==> src/rtl/core/gbb_pkg.sv <==
// ----------------------------------------------------------------------------
// gbb_pkg
// Shared types and constants of the glyph bitmap blitter.
// ----------------------------------------------------------------------------
`default_nettype none

package gbb_pkg;

  // default screen geometry
  localparam int unsigned ScreenWidthDef  = 800;
  localparam int unsigned ScreenHeightDef = 480;

  // glyph pixels carried by one input byte, one lane each
  localparam int unsigned NumLanes = 8;
  localparam int unsigned LaneW    = 3;

  // field widths
  localparam int unsigned ByteW  = 8;
  localparam int unsigned AddrW  = 19;
  localparam int unsigned ColorW = 32;
  localparam int unsigned OrgW   = 12;
  localparam int unsigned RbW    = 6;
  localparam int unsigned HgtW   = 7;
  localparam int unsigned ColW   = 5;
  localparam int unsigned RowW   = 7;
  localparam int unsigned CfgIdxW = 3;
  localparam int unsigned CfgDataW = 32;

  // signed screen coordinates of the lanes, wide enough for a 4096 screen
  localparam int unsigned XW = 14;
  localparam int unsigned YW = 14;

  // configuration register indexes
  localparam logic [CfgIdxW-1:0] CfgOriginX     = 3'd0;
  localparam logic [CfgIdxW-1:0] CfgOriginY     = 3'd1;
  localparam logic [CfgIdxW-1:0] CfgRowBytes    = 3'd2;
  localparam logic [CfgIdxW-1:0] CfgGlyphHeight = 3'd3;
  localparam logic [CfgIdxW-1:0] CfgPixelColor  = 3'd4;

  // one byte after the lanes: which pixels land on screen, and where
  typedef struct packed {
    logic [NumLanes-1:0]  hit;    // bit 0 is the leftmost pixel
    logic signed [XW-1:0] xbase;  // screen column of the leftmost pixel
    logic signed [YW-1:0] y;      // screen row
  } lane_item_t;

endpackage

`default_nettype wire

==> src/rtl/core/glyph_bitmap_blitter.sv <==
// ----------------------------------------------------------------------------
// glyph_bitmap_blitter
// Expands one-bit glyph bytes into framebuffer pixel writes.
// ----------------------------------------------------------------------------
// The first pixel write of a byte passes the lane result register, the merge
// buffer and the output register. One pixel write per cycle leaves the merge
// buffer unless the receiver stalls; eight lanes clip all pixels at once.
// Reset clears the glyph position and the pipeline valid state and loads the
// register defaults; no clearing pass is needed.
`default_nettype none

module glyph_bitmap_blitter #(
  parameter int unsigned SCREEN_WIDTH  = gbb_pkg::ScreenWidthDef,
  parameter int unsigned SCREEN_HEIGHT = gbb_pkg::ScreenHeightDef
) (
  input  logic                          clk_i,
  input  logic                          rst_ni,
  input  logic                          cfg_we_i,
  input  logic [gbb_pkg::CfgIdxW-1:0]   cfg_idx_i,
  input  logic [gbb_pkg::CfgDataW-1:0]  cfg_data_i,
  input  logic                          in_valid_i,
  output logic                          in_stall_o,
  input  logic [gbb_pkg::ByteW-1:0]     glyph_byte_i,
  input  logic                          first_byte_i,
  output logic                          out_valid_o,
  input  logic                          out_stall_i,
  output logic [gbb_pkg::AddrW-1:0]     pixel_address_o,
  output logic [gbb_pkg::ColorW-1:0]    color_out_o,
  output logic                          last_pixel_o
);
  import gbb_pkg::*;

  localparam logic signed [YW-1:0] HeightS = YW'(SCREEN_HEIGHT);

  logic [OrgW-1:0]   origin_x_q;
  logic [OrgW-1:0]   origin_y_q;
  logic [RbW-1:0]    row_bytes_q;
  logic [HgtW-1:0]   glyph_height_q;
  logic [ColorW-1:0] pixel_color_q;

  logic [ColW-1:0]   col_q, col_d, col_cur;
  logic [RowW-1:0]   row_q, row_d, row_cur;
  logic [RbW-1:0]    rb_eff;

  logic              accept;
  logic              a_valid_q;
  lane_item_t        a_item_q, a_item_d;
  logic              a_ready;
  logic              row_ok;

  logic [NumLanes-1:0]  lane_hit;
  logic signed [YW-1:0] y_cur;
  logic signed [XW-1:0] xbase_cur;

  // configuration registers
  always_ff @(posedge clk_i or negedge rst_ni) begin
    if (!rst_ni) begin
      origin_x_q     <= '0;
      origin_y_q     <= '0;
      row_bytes_q    <= RbW'(3);
      glyph_height_q <= HgtW'(46);
      pixel_color_q  <= '0;
    end else if (cfg_we_i) begin
      case (cfg_idx_i)
        CfgOriginX:     origin_x_q     <= cfg_data_i[OrgW-1:0];
        CfgOriginY:     origin_y_q     <= cfg_data_i[OrgW-1:0];
        CfgRowBytes:    row_bytes_q    <= cfg_data_i[RbW-1:0];
        CfgGlyphHeight: glyph_height_q <= cfg_data_i[HgtW-1:0];
        CfgPixelColor:  pixel_color_q  <= cfg_data_i[ColorW-1:0];
        default: ;
      endcase
    end
  end

  assign in_stall_o = a_valid_q && !a_ready;
  assign accept     = in_valid_i && !in_stall_o;

  // glyph position, restarted by the first byte
  always_comb begin
    col_cur = first_byte_i ? '0 : col_q;
    row_cur = first_byte_i ? '0 : row_q;
    if (row_bytes_q == '0) begin
      rb_eff = RbW'(1);
    end else if (row_bytes_q > RbW'(32)) begin
      rb_eff = RbW'(32);
    end else begin
      rb_eff = row_bytes_q;
    end
    if ((RbW'(col_cur) + RbW'(1)) >= rb_eff) begin
      col_d = '0;
      row_d = (row_cur < RowW'(127)) ? row_cur + RowW'(1) : row_cur;
    end else begin
      col_d = col_cur + ColW'(1);
      row_d = row_cur;
    end
  end

  always_ff @(posedge clk_i or negedge rst_ni) begin
    if (!rst_ni) begin
      col_q <= '0;
      row_q <= '0;
    end else if (accept) begin
      col_q <= col_d;
      row_q <= row_d;
    end
  end

  // screen row and column of the leftmost pixel
  always_comb begin
    y_cur     = YW'($signed(origin_y_q)) + $signed({(YW-RowW)'(0), row_cur});
    xbase_cur = XW'($signed(origin_x_q)) + $signed({(XW-ColW-3)'(0), col_cur, 3'b000});
  end

  assign row_ok = (row_cur < glyph_height_q) && (y_cur >= 0) && (y_cur < HeightS);

  // pixel lanes, lane 0 takes bit 7
  for (genvar g = 0; g < NumLanes; g++) begin : g_lane
    gbb_lane #(
      .SCREEN_WIDTH (SCREEN_WIDTH),
      .LANE         (g)
    ) u_lane (
      .pix_i    (glyph_byte_i[NumLanes-1-g]),
      .row_ok_i (row_ok),
      .xbase_i  (xbase_cur),
      .hit_o    (lane_hit[g])
    );
  end

  assign a_item_d = {lane_hit, xbase_cur, y_cur};

  // lane result register
  always_ff @(posedge clk_i or negedge rst_ni) begin
    if (!rst_ni) begin
      a_valid_q <= 1'b0;
    end else if (accept) begin
      a_valid_q <= 1'b1;
    end else if (a_ready) begin
      a_valid_q <= 1'b0;
    end
  end

  always_ff @(posedge clk_i) begin
    if (accept) begin
      a_item_q <= a_item_d;
    end
  end

  // merge and output transfer
  gbb_merge #(
    .SCREEN_WIDTH  (SCREEN_WIDTH),
    .SCREEN_HEIGHT (SCREEN_HEIGHT)
  ) u_merge (
    .clk_i           (clk_i),
    .rst_ni          (rst_ni),
    .a_valid_i       (a_valid_q),
    .a_item_i        (a_item_q),
    .a_ready_o       (a_ready),
    .color_i         (pixel_color_q),
    .out_valid_o     (out_valid_o),
    .out_stall_i     (out_stall_i),
    .pixel_address_o (pixel_address_o),
    .color_out_o     (color_out_o),
    .last_pixel_o    (last_pixel_o)
  );

endmodule

`default_nettype wire

==> src/rtl/core/gbb_lane.sv <==
// ----------------------------------------------------------------------------
// gbb_lane
// One pixel lane: decides whether its glyph pixel is set and on screen.
// ----------------------------------------------------------------------------
`default_nettype none

module gbb_lane #(
  parameter int unsigned SCREEN_WIDTH = gbb_pkg::ScreenWidthDef,
  parameter int unsigned LANE         = 0
) (
  input  logic                        pix_i,
  input  logic                        row_ok_i,
  input  logic signed [gbb_pkg::XW-1:0] xbase_i,
  output logic                        hit_o
);
  import gbb_pkg::*;

  localparam logic signed [XW-1:0] WidthS = XW'(SCREEN_WIDTH);

  logic signed [XW-1:0] x;

  // column of this lane and horizontal clip
  assign x     = xbase_i + XW'(LANE);
  assign hit_o = pix_i && row_ok_i && (x >= 0) && (x < WidthS);

endmodule

`default_nettype wire

==> src/rtl/core/gbb_merge.sv <==
// ----------------------------------------------------------------------------
// gbb_merge
// Merges the lane hits of one byte into pixel writes, leftmost first.
// ----------------------------------------------------------------------------
`default_nettype none

module gbb_merge #(
  parameter int unsigned SCREEN_WIDTH  = gbb_pkg::ScreenWidthDef,
  parameter int unsigned SCREEN_HEIGHT = gbb_pkg::ScreenHeightDef
) (
  input  logic                          clk_i,
  input  logic                          rst_ni,
  input  logic                          a_valid_i,
  input  gbb_pkg::lane_item_t           a_item_i,
  output logic                          a_ready_o,
  input  logic [gbb_pkg::ColorW-1:0]    color_i,
  output logic                          out_valid_o,
  input  logic                          out_stall_i,
  output logic [gbb_pkg::AddrW-1:0]     pixel_address_o,
  output logic [gbb_pkg::ColorW-1:0]    color_out_o,
  output logic                          last_pixel_o
);
  import gbb_pkg::*;

  localparam int unsigned YuW = (SCREEN_HEIGHT > 1) ? $clog2(SCREEN_HEIGHT) : 1;
  localparam int unsigned RaW = YuW + $clog2(SCREEN_WIDTH) + 1;
  localparam int unsigned SumW = RaW + 1;

  logic [NumLanes-1:0]  mask_q;
  logic signed [XW-1:0] xbase_q;
  logic [RaW-1:0]       row_addr_q;
  logic [RaW-1:0]       row_addr_d;

  logic                 out_valid_q;
  logic [AddrW-1:0]     addr_q;
  logic [ColorW-1:0]    color_q;
  logic                 last_q;

  logic                 out_free;
  logic                 pick;
  logic [LaneW-1:0]     pick_lane;
  logic [NumLanes-1:0]  rest;
  logic                 load;
  logic signed [XW-1:0] x_pick;
  logic [XW-2:0]        x_u;
  logic [SumW-1:0]      addr_sum;
  logic [YuW-1:0]       y_u;

  // leftmost pending lane
  always_comb begin
    pick_lane = '0;
    for (int i = NumLanes - 1; i >= 0; i--) begin
      if (mask_q[i]) begin
        pick_lane = LaneW'(i);
      end
    end
  end

  // handshake between lanes, merge buffer and output register
  assign out_free  = !out_valid_q || !out_stall_i;
  assign pick      = (|mask_q) && out_free;
  assign rest      = mask_q & ~(NumLanes'(1) << pick_lane);
  assign load      = a_valid_i && (!(|mask_q) || (pick && !(|rest)));
  assign a_ready_o = load;

  // row start address, registered before the column add
  assign y_u        = a_item_i.y[YuW-1:0];
  assign row_addr_d = RaW'(y_u) * RaW'(SCREEN_WIDTH);

  // pixel address of the picked lane
  assign x_pick   = xbase_q + XW'(pick_lane);
  assign x_u      = x_pick[XW-2:0];
  assign addr_sum = SumW'(row_addr_q) + SumW'(x_u);

  // merge buffer
  always_ff @(posedge clk_i or negedge rst_ni) begin
    if (!rst_ni) begin
      mask_q <= '0;
    end else if (load) begin
      mask_q <= a_item_i.hit;
    end else if (pick) begin
      mask_q <= rest;
    end
  end

  always_ff @(posedge clk_i) begin
    if (load) begin
      xbase_q    <= a_item_i.xbase;
      row_addr_q <= row_addr_d;
    end
  end

  // output register
  always_ff @(posedge clk_i or negedge rst_ni) begin
    if (!rst_ni) begin
      out_valid_q <= 1'b0;
    end else if (out_free) begin
      out_valid_q <= pick;
    end
  end

  always_ff @(posedge clk_i) begin
    if (pick) begin
      addr_q  <= AddrW'(addr_sum);
      color_q <= color_i;
      last_q  <= !(|rest);
    end
  end

  assign out_valid_o     = out_valid_q;
  assign pixel_address_o = addr_q;
  assign color_out_o     = color_q;
  assign last_pixel_o    = last_q;

endmodule

`default_nettype wire

==> config.mk <==
export PLATFORM = sky130hd
export DESIGN_NAME = glyph_bitmap_blitter
export DESIGN_NICKNAME = d
export VERILOG_FILES = /design/src/rtl/core/gbb_pkg.sv /design/src/rtl/core/glyph_bitmap_blitter.sv /design/src/rtl/core/gbb_lane.sv /design/src/rtl/core/gbb_merge.sv
export SDC_FILE = /design/constraint.sdc
export NUM_CORES = 1
export LEC_CHECK = 0
export BUFFER_PORTS_ARGS = -buffer_cell sky130_fd_sc_hd__buf_2
export CORE_MARGIN = 3
export CORE_UTILIZATION = 35
export DETAILED_ROUTE_END_ITERATION = 12
export GPL_ROUTABILITY_DRIVEN = 0
export GPL_TIMING_DRIVEN = 0
export PLACE_DENSITY = 0.55
export RECOVER_POWER = 50
export SLEW_MARGIN = 20
export SYNTH_ARGS = -nofsm -noshare
export SYNTH_HDL_FRONTEND = slang
export SYNTH_SLANG_ARGS = --single-unit
==> constraint.sdc <==
create_clock -name clk_i -period 5.3 [get_ports clk_i]
set_clock_uncertainty 0.1 [all_clocks]
set_input_delay 1.06 -clock clk_i [delete_from_list [all_inputs] [get_ports clk_i]]
set_output_delay 1.06 -clock clk_i [all_outputs]
set_load 0.05 [all_outputs]
# Word level (Yosys, flattened, before mapping)

Index checks and enable logic that the tools add are counted.

Bits in registers: 200
Logic and storage cells: 131

Muxes and demuxes: 19
Magnitude comparators: 22
Bitwise operators: 2
Eq/ne operators: 4
Multipliers: 1
Reductions and logical operators: 50
$add $sub $neg: 14
Shift operators: 1

Operators with widths:

| cell                    | count |
|---|---|
| $ge A14 B1 Y1 const B   | 7 |
| $lt A14 B11 Y1 const B  | 7 |
| $add A13 B4 Y14 const B | 4 |
| $logic_and A1 B1 Y1     | 31 |
| $add A13 B3 Y14 const B | 2 |
| $ge A13 B1 Y1 const B   | 2 |
| $mux W3                 | 8 |
| $mux W7                 | 3 |
| $add A19 B13 Y19        | 1 |
| $mux W8                 | 2 |
| $reduce_or A8 Y1        | 2 |
| $add A13 B2 Y14 const B | 1 |
| $mul A9 B5 Y14 const B  | 1 |
| $add A12 B8 Y13         | 1 |
| $add A12 B9 Y13         | 1 |
| $add A13 B3 Y13         | 1 |
| $lt A13 B10 Y1 const B  | 1 |
| $lt A13 B11 Y1 const B  | 1 |
| $mux W6                 | 2 |
| $mux W5                 | 2 |
| $reduce_and A2 Y1       | 5 |
| $and A8 B8 Y8           | 1 |
| $not A8 Y8              | 1 |
| $shl A1 B3 Y8 const A   | 1 |
| 16 further kinds        | 25 |

# Depth between registers and ports, before layout

Gate-level depths: netlist (run 1).

Word-level depth: 21
Gate-level depth with buffers: 18

# Hierarchy

From an unflattened synthesis (run 1), not the netlist that was laid out.

Cells, all modules: 902
Area total of the unflattened synthesis: 10904.2 µm²

Modules (own cells, without submodules):

| module                          | area each (µm²) | instances | cells an instance | sequential area each (µm²) |
|---|---|---|---|---|
| glyph_bitmap_blitter            | 5527.8          | 1         | 445               | 3080.5 |
| gbb_merge                       | 4523.1          | 1         | 337               | 2597.5 |
| gbb_lane (g_lane[2].u_lane)     | 229.0           | 1         | 29                | 0.0 |
| gbb_lane (g_lane[6].u_lane)     | 210.2           | 1         | 30                | 0.0 |
| gbb_lane (g_lane[1].u_lane ...) | 67.6            | 3         | 11                | 0.0 |
| gbb_lane (g_lane[3].u_lane)     | 116.4           | 1         | 14                | 0.0 |
| gbb_lane (g_lane[4].u_lane)     | 71.3            | 1         | 11                | 0.0 |
| gbb_lane (g_lane[0].u_lane)     | 23.8            | 1         | 3                 | 0.0 |

# Least setup slack after synthesis (run 1)

OpenSTA, ideal clock, no wires.

Kind: input port to flip-flop
Start: in out_stall_i
End: reg u_merge.color_q[0] (netlist: u_merge.color_out_o[0]) (enable)
Data arrival time: 3.619 ns
Data required time: 4.721 ns
Setup time: 0.479 ns
Path buffers: 0
Stages on the path: 1
Path slack: 1.102 ns
Cell sequence: a21oi_1

Word-level cells in the longest chain between the ends: 3

RTL lines:

| element              | RTL line                   | source |
|---|---|---|
| start, declared      | glyph_bitmap_blitter.sv:26 | `input logic out_stall_i,` |
| $logic_not A1 Y1     | gbb_merge.sv:60            | `assign out_free = !out_valid_q \|\| !out_stall_i;` |
| $logic_or A1 B1 Y1   | gbb_merge.sv:60            |  |
| $logic_and A1 B1 Y1  | gbb_merge.sv:61            | `assign pick = (\|mask_q) && out_free;` |
| end signal, assigned | gbb_merge.sv:105           | `color_q <= color_i;` |
| end, declared        | gbb_merge.sv:36            | `logic [ColorW-1:0] color_q;` |

Every way passes these cells.
A chain may end at the register's enable or synchronous reset.

==> results of run 1 <==
[final cells by class]
cell class | count | area [µm²]
plain buffers | 25 | 137.6
clock inverters | 15 | 153.9
fillers | 2872 | 17610
flip-flops and latches | 200 | 5558
inverters | 52 | 200.2
well taps | 390 | 488.0
multi-input cells | 629 | 4936
clock buffers | 17 | 425.4
repair buffers | 106 | 526.8
[how the worst min path moves through the flow]
stage,to,cells past startpoint
5_1_grt,u_merge.xbase_q[11],0
4_1_cts,u_merge.xbase_q[7],0
3_3_place_gp,u_merge.xbase_q[3],0
2_1_floorplan,u_merge.xbase_q[0],0
6_report,u_merge.xbase_q[7],0
3_5_place_dp,u_merge.xbase_q[7],0
[critical path, stage by stage]
cell	delay, ns
buf_2	0.09
clkbuf_1	0.36
clkbuf_1	0.43
nor2b_1	0.23
fa_1	0.49
a211o_1	0.33
a2111oi_0	0.46
nor4b_1	0.15
nor3_1	0.16
a31o_2	0.15
o2111ai_4	0.27
a2111oi_2	0.48
[per-layer routing]
layer,track usage [%],vias up,wire [µm]
met2,22.21,174,10530
li1,-,3618,-
met5,0,-,0
met1,19.83,3523,10960
met3,2.825,30,1085
met4,4.022,0,353
[placed cells by master (no fill, tap or decap), types with 8 or more instances in the layout]
cell | synthesis | layout
edfxtp_1 | 109 | 109
dfrtp_1 | 85 | 85
ha_1 | 73 | 73
mux2_2 | 64 | 64
clkbuf_1 | 12 | 63
buf_2 | 8 | 59
nand2_1 | 57 | 57
inv_1 | 50 | 49
nor2_1 | 48 | 47
a21oi_1 | 44 | 43
o21ai_0 | 35 | 35
xnor2_1 | 28 | 28
nand3_1 | 24 | 24
xor2_1 | 19 | 19
nor3_1 | 19 | 19
nor2b_1 | 17 | 17
clkbuf_16 | 0 | 17
nand2b_1 | 15 | 15
and3_1 | 12 | 12
o21a_1 | 9 | 9
a21o_1 | 8 | 8
fa_1 | 8 | 8
[power groups by stage]
stage | clock network (mW) | registers [mW] | logic, mW
2_1_floorplan | 0 | 3.20 | 2.10
6_report | 1.26 | 2.70 | 3.33
3_5_place_dp | 0 | 2.73 | 3.37
4_1_cts | 1.30 | 2.70 | 3.40
5_1_grt | 1.37 | 2.77 | 3.72
3_3_place_gp | 0 | 2.74 | 3.28
[kinds of logic (layout without fill, tap and decap cells)]
kind of cell	after synthesis	after routing	synth area share [%]
AND/OR/NAND/NOR	234	234	11.02
flip-flops	200	200	51.40
AO/OA/AOI/OAI	196	196	13.28
adder cells (fa/ha/maj)	82	82	10.02
buffers and inverters	77	215	3.124
multiplexers	68	68	7.047
XOR/XNOR	49	49	4.108
[per-stage QoR]
step                total power, mW  hold WS, ns  std cells
floorplan                     5.301       0.3003        906
global placement              6.019       0.3079       1397
detailed placement            6.101       0.3045       1402
CTS                           7.401       0.3198       1434
global route                  7.852       0.3344       1434
finish                        7.288       0.3206       1434
[registers in the layout, indices dropped and copies added, names as in the netlist, 8 cells and up]
register	flops
origin_y_q	12
u_merge.xbase_q	13
u_merge.color_out_o	32
a_item_q	30
u_merge.row_addr_q	14
u_merge.mask_q	8
u_merge.pixel_address_o	19
origin_x_q	12
pixel_color_q	32
[cells in the mapped netlist (all sizes together) (5+ instances only)]
| library cell | number |
|---|---|
| a2111oi | 9 |
| a211oi | 9 |
| a21o | 10 |
| a21oi | 46 |
| a22o | 5 |
| a31oi | 6 |
| and3 | 14 |
| buf | 11 |
| clkbuf | 14 |
| dfrtp | 85 |
| dfstp | 6 |
| edfxtp | 109 |
| fa | 8 |
| ha | 73 |
| inv | 51 |
| mux2 | 65 |
| nand2 | 57 |
| nand2b | 16 |
| nand3 | 24 |
| nand4 | 7 |
| nor2 | 48 |
| nor2b | 17 |
| nor3 | 21 |
| nor4 | 7 |
| o2111ai | 5 |
| o21a | 9 |
| o21ai | 42 |
| o21bai | 7 |
| o22a | 5 |
| o31ai | 6 |
| xnor2 | 29 |
| xor2 | 20 |
==> results.ini, run 1 <==
[grt]
grt_max_degree = 47
track_usage_pct = 14.10
grt_pass1_vias = 7127
antenna_found_initial = 0
grt_overflow_total = 0
grt_pass1_wl_um = 37460

[outcome]
violations = max-capacitance violations, max-slew violations
outcome = finished with violations

[sta]
tns_ns = 0
final_max_slew_viol_count = 47
min_period_over_period_pct = 85.98
timing.fmax_ghz = 0.2194
tightest_slew_ns = 2.633
slew_headroom_pct = -75.56
rsz0062_at_grt = no
setup_slack_ns = 0.7431
hold_viol_final = 0
min_period_ns = 4.557
setup_viol = 0

[clock_tree]
cts_buffers = 17
cts_hold_buf = 0
clkTransAtPathRegs_ns = 0.07
worstSkewPairLatency_ns = 0.44
cts-htree-levels = 4
clock-root-buffer = clkbuf_16
ctsResizeCount = 0
postCtsSetupBuffers = 0
cts_buffer_depth = 2
clock-sinks = 200
cts_tree = done

[floorplanning]
core_mm2 = 0.03003
die_area_mm2 = 0.03304
die_y_um = 181.8
start_util_pct = 36.00
ioPinCount = 103
fp.dieW_um = 181.8
rows = 63

[setup_path]
cp-start-kind = input pin
worst-path-max-fanout = 10
crit_path_end_kind = register
r2r_slack_ns = 0.96
worstSetupPathType = in2reg
critPathRequiredTime_ns = 5.41
crit_end = a_item_q[33]
cp-startpoint = first_byte_i
r2r_cells = 17
r2r_start = u_merge.mask_q[6]
r2r_end = u_merge.pixel_address_o[16]
cp.arrival_ns = 4.67

[synthesis]
ys_types = 88
synth_area_leader_cell = edfxtp_1
syn_area_mm2 = 0.01081
ys.flop_type = edfxtp_1
ys_seq_elements = 200
synth_cells = 906
synth_edf_count = 109
yosys.area.top_type_share_pct = 30.27
synthTopCellsByArea = edfxtp_1 30%, dfrtp_1 20%, ha_1 8.4%
synth_nets = 1036
syn_area_per_cell_um2 = 11.93
async_flop_share_pct = 45.50
ys_seq_area_share_pct = 51.40
ys_warn_count = 0

[cells_and_area]
nets = 1161
layout-drive-gt1-share_pct = 19.73
fin_area_mm2 = 0.01243
fin_util_pct = 41.37
antenna_cells = 0
syn_to_final_growth_pct = 14.92

[route]
firstDrtPassIters = 5
vias_per_cell = 5.122
drt_iter0_markers = 496
drc_errors = 0
vias = 7345
wirelength_um = 22930
detail-route-antenna-nets = 0
detail_route.wl_per_cell_um = 15.99

[worst_hold_path]
worst_hold_path_type = reg2reg
hold_start = a_item_q[21]

[power]
peakVddDrop_mv = 0.2010
combPwrFrac_pct = 45.7
seqPwrFrac_pct = 37.0
power.leakage_nw = 5.017
p_sw_mw = 3.026
p_clk_share_pct = 17.3
p_sw_share_pct = 41.52
p_int_mw = 4.262
cellPowerDensity_mw_per_mm2 = 586.5

[placement]
dp_slack_ns = 0.3433
dp_hpwl_um = 17510
post_dp_cell_area_mm2 = 0.01195
port_buffers = 101

[flow_run]
max_cap_violations = 1

No activity file was read; power rests on OpenSTA's default activity.
==> run 2: changes to the inputs <==
Settings changed: CORE_UTILIZATION 35 to 40, PLACE_DENSITY 0.55 to 0.61.
==> run 2 against run 1 <==
  * The run still ends with max-capacitance violations, max-slew violations left
  * Sequential cell count did not move
  * Critical endpoint unchanged
  * Global-route usage rose by 1.9 points
  * Worst setup slack got worse by 0.16 ns
  * Sequential power barely moved
  * Clock-buffer cell count rose by 1
==> results.ini, run 2 (synthesized netlist as in run 1, its figures left out) <==
[route]
wl_met1_um = 10560  ; -3.7%
wirelength_um = 22610  ; -1.4%
met2_length_um = 10570  ; +0.40%
wl_met3_um = 1069  ; -1.5%
vias = 7348  ; +0.041%
detail-route-antenna-nets = 0  ; unchanged
firstDrtPassIters = 5  ; unchanged
vias_per_cell = 5.332  ; +4.1%
drc_errors = 0  ; unchanged
top_layer = met4
detail_route.wl_per_cell_um = 16.40  ; +2.6%
drt_iter0_markers = 553  ; +11%

[placement]
dp_hpwl_um = 17090  ; -2.4%
place_inst = 1346  ; -4.0%
port_buffers = 101  ; unchanged
dp_slack_ns = 0.2462  ; -0.09714 ns

[grt]
grt_pass1_vias = 7256  ; +1.8%
grt_pass1_wl_um = 37320  ; -0.39%
track_usage_pct = 16.04  ; +1.9 points
antenna_found_initial = 0  ; unchanged
grt_max_degree = 63  ; +34%
grt_overflow_total = 0  ; unchanged

[cells_and_area]
nets = 1160  ; -0.086%
final_cell_mix = 109 x edfxtp_1, 85 x dfrtp_1, 73 x ha_1
regArea_mm2 = 0.005558  ; unchanged
fillCellCount = 2451  ; -15%
final_cells = 1378  ; -3.9%
multi_input_area_mm2 = 0.004936  ; unchanged
layout-drive-gt1-share_pct = 19.27  ; -0.46 points
syn_to_final_growth_pct = 14.19
final_common_cell = edfxtp_1
antenna_cells = 0  ; unchanged

[sta]
final_max_slew_viol_count = 94  ; +100%
timing.fmax_ghz = 0.2121  ; -3.3%
hold_viol_final = 0  ; unchanged
rsz0062_at_grt = no
setup_slack_ns = 0.5853  ; -0.1578 ns
min_period_over_period_pct = 88.96  ; +3.0 points
min_period_ns = 4.715  ; +0.1578 ns
setup_viol = 0  ; unchanged
hold_ws_ns = 0.3149  ; -0.005763 ns
tns_ns = 0  ; unchanged
slew_headroom_pct = -15.69  ; +60 points
tightest_slew_ns = 1.735  ; -0.8980 ns

[clock_tree]
ctsResizeCount = 0  ; unchanged
cts_hold_buf = 0  ; unchanged
cts-htree-levels = 4  ; unchanged
clock-sinks = 200  ; unchanged
postCtsSetupBuffers = 0  ; unchanged
clkTransAtPathRegs_ns = 0.08  ; about the same
clock-root-buffer = clkbuf_16
cts_buffers = 17  ; unchanged
cts_tree = done
worstSkewPairLatency_ns = 0.43  ; about the same
cts_buffer_depth = 2  ; unchanged

[power]
power.leakage_nw = 5.005  ; -0.24%
seqPwrFrac_pct = 37.0  ; about the same
peakVddDrop_mv = 0.2117  ; +5.4%
cellPowerDensity_mw_per_mm2 = 590.7  ; +0.71%
combPwrFrac_pct = 45.5  ; -0.2 points
p_sw_share_pct = 41.00  ; -0.52 points
p_int_mw = 4.303  ; +0.96%
p_clk_share_pct = 17.5  ; +0.2 points
p_sw_mw = 2.990  ; -1.2%

[worst_hold_path]
worst_hold_path_type = reg2reg
hold_path_depth = 0  ; unchanged
hold_end = u_merge.xbase_q[3]
hold_start = a_item_q[17]

[floorplanning]
rows = 59  ; -6.3%
die_y_um = 170.4  ; -6.2%
die_area_mm2 = 0.02904  ; -12%
fp.dieW_um = 170.4  ; -6.2%
core_mm2 = 0.02628  ; -12%
start_util_pct = 41.14  ; +5.1 points
ioPinCount = 103  ; unchanged

[setup_path]
worstSetupPathType = in2reg
cp-start-kind = input pin
r2r_end = u_merge.pixel_address_o[16]
worst-path-max-fanout = 10  ; unchanged
crit_path_end_kind = register
critPathRequiredTime_ns = 5.41  ; about the same
cp.arrival_ns = 4.82  ; +0.15 ns
r2r_cells = 17  ; unchanged
r2r_slack_ns = 1.05  ; +0.09 ns
r2r_start = u_merge.mask_q[6]

[outcome]
violations = max-capacitance violations, max-slew violations
outcome = finished with violations

[flow_run]
max_cap_violations = 2  ; +1

run 2: changes by cell type in the layout (fill, tap and decap cells not counted), sizes merged:
| cell | before | now |
|---|---|---|
| clkbuf | 83 | 88 |
| buf | 65 | 60 |
| inv | 58 | 55 |
| clkinv | 7 | 8 |
| bufinv | 0 | 1 |
run 2: per-stage QoR:
| stage | power (mW) | area (µm²) | util [%] |
|---|---|---|---|
| after CTS | 7.407 | 12450 | 47.37 |
| after detailed placement | 6.096 | 11870 | 45.17 |
| after floorplan | 5.301 | 10810 | - |
| after global placement | 5.988 | 11740 | 44.66 |
| final | 7.293 | 12350 | 46.98 |
| after global routing | 7.838 | 12350 | 46.98 |
run 2: worst max path at each step:
stage / startpoint / to / slack (ns) / cells after the start
3_3_place_gp: out_stall_i / u_merge.color_out_o[3] / -0.46 / 2
3_5_place_dp: first_byte_i / a_item_q[33] / 0.25 / 12
4_1_cts: first_byte_i / a_item_q[33] / 0.68 / 12
2_1_floorplan: out_stall_i / u_merge.color_out_o[0] / 1.10 / 1
5_1_grt: first_byte_i / a_item_q[33] / 0.23 / 12
6_report: first_byte_i / a_item_q[33] / 0.59 / 12
run 2: per-layer routing:
layer  up-vias  global-route usage, %
met5         -                      0
met4         0                  4.691
met3        27                  3.182
met2       184                  25.58
met1      3528                  22.33
li1       3609                      -
run 2: critical path: stages:
cell	delay (ns)
clkbuf_1	0.15
clkbuf_1	0.39
clkbuf_1	0.43
nor2b_1	0.23
fa_1	0.49
a211o_1	0.33
a2111oi_0	0.48
nor4b_1	0.15
nor3_1	0.17
a31o_2	0.16
o2111ai_4	0.28
a2111oi_2	0.50
run 2: power by group through the flow:
stage	Combinational [mW]	Sequential (mW)	Clock, mW
2_1_floorplan	2.10	3.20	0
3_3_place_gp	3.25	2.74	0
3_5_place_dp	3.37	2.73	0
4_1_cts	3.40	2.70	1.31
5_1_grt	3.70	2.76	1.37
6_report	3.32	2.70	1.27
run 2: area by class of cell:
cell class,count,share of cell area [%]
Multi-Input combinational cell,629,39.98
Sequential cell,200,45.01
Inverter,52,1.621
Buffer,25,1.115
Timing Repair Buffer,105,4.185
Clock buffer,18,3.557
Clock inverter,14,1.135
Tap cell,335,3.395
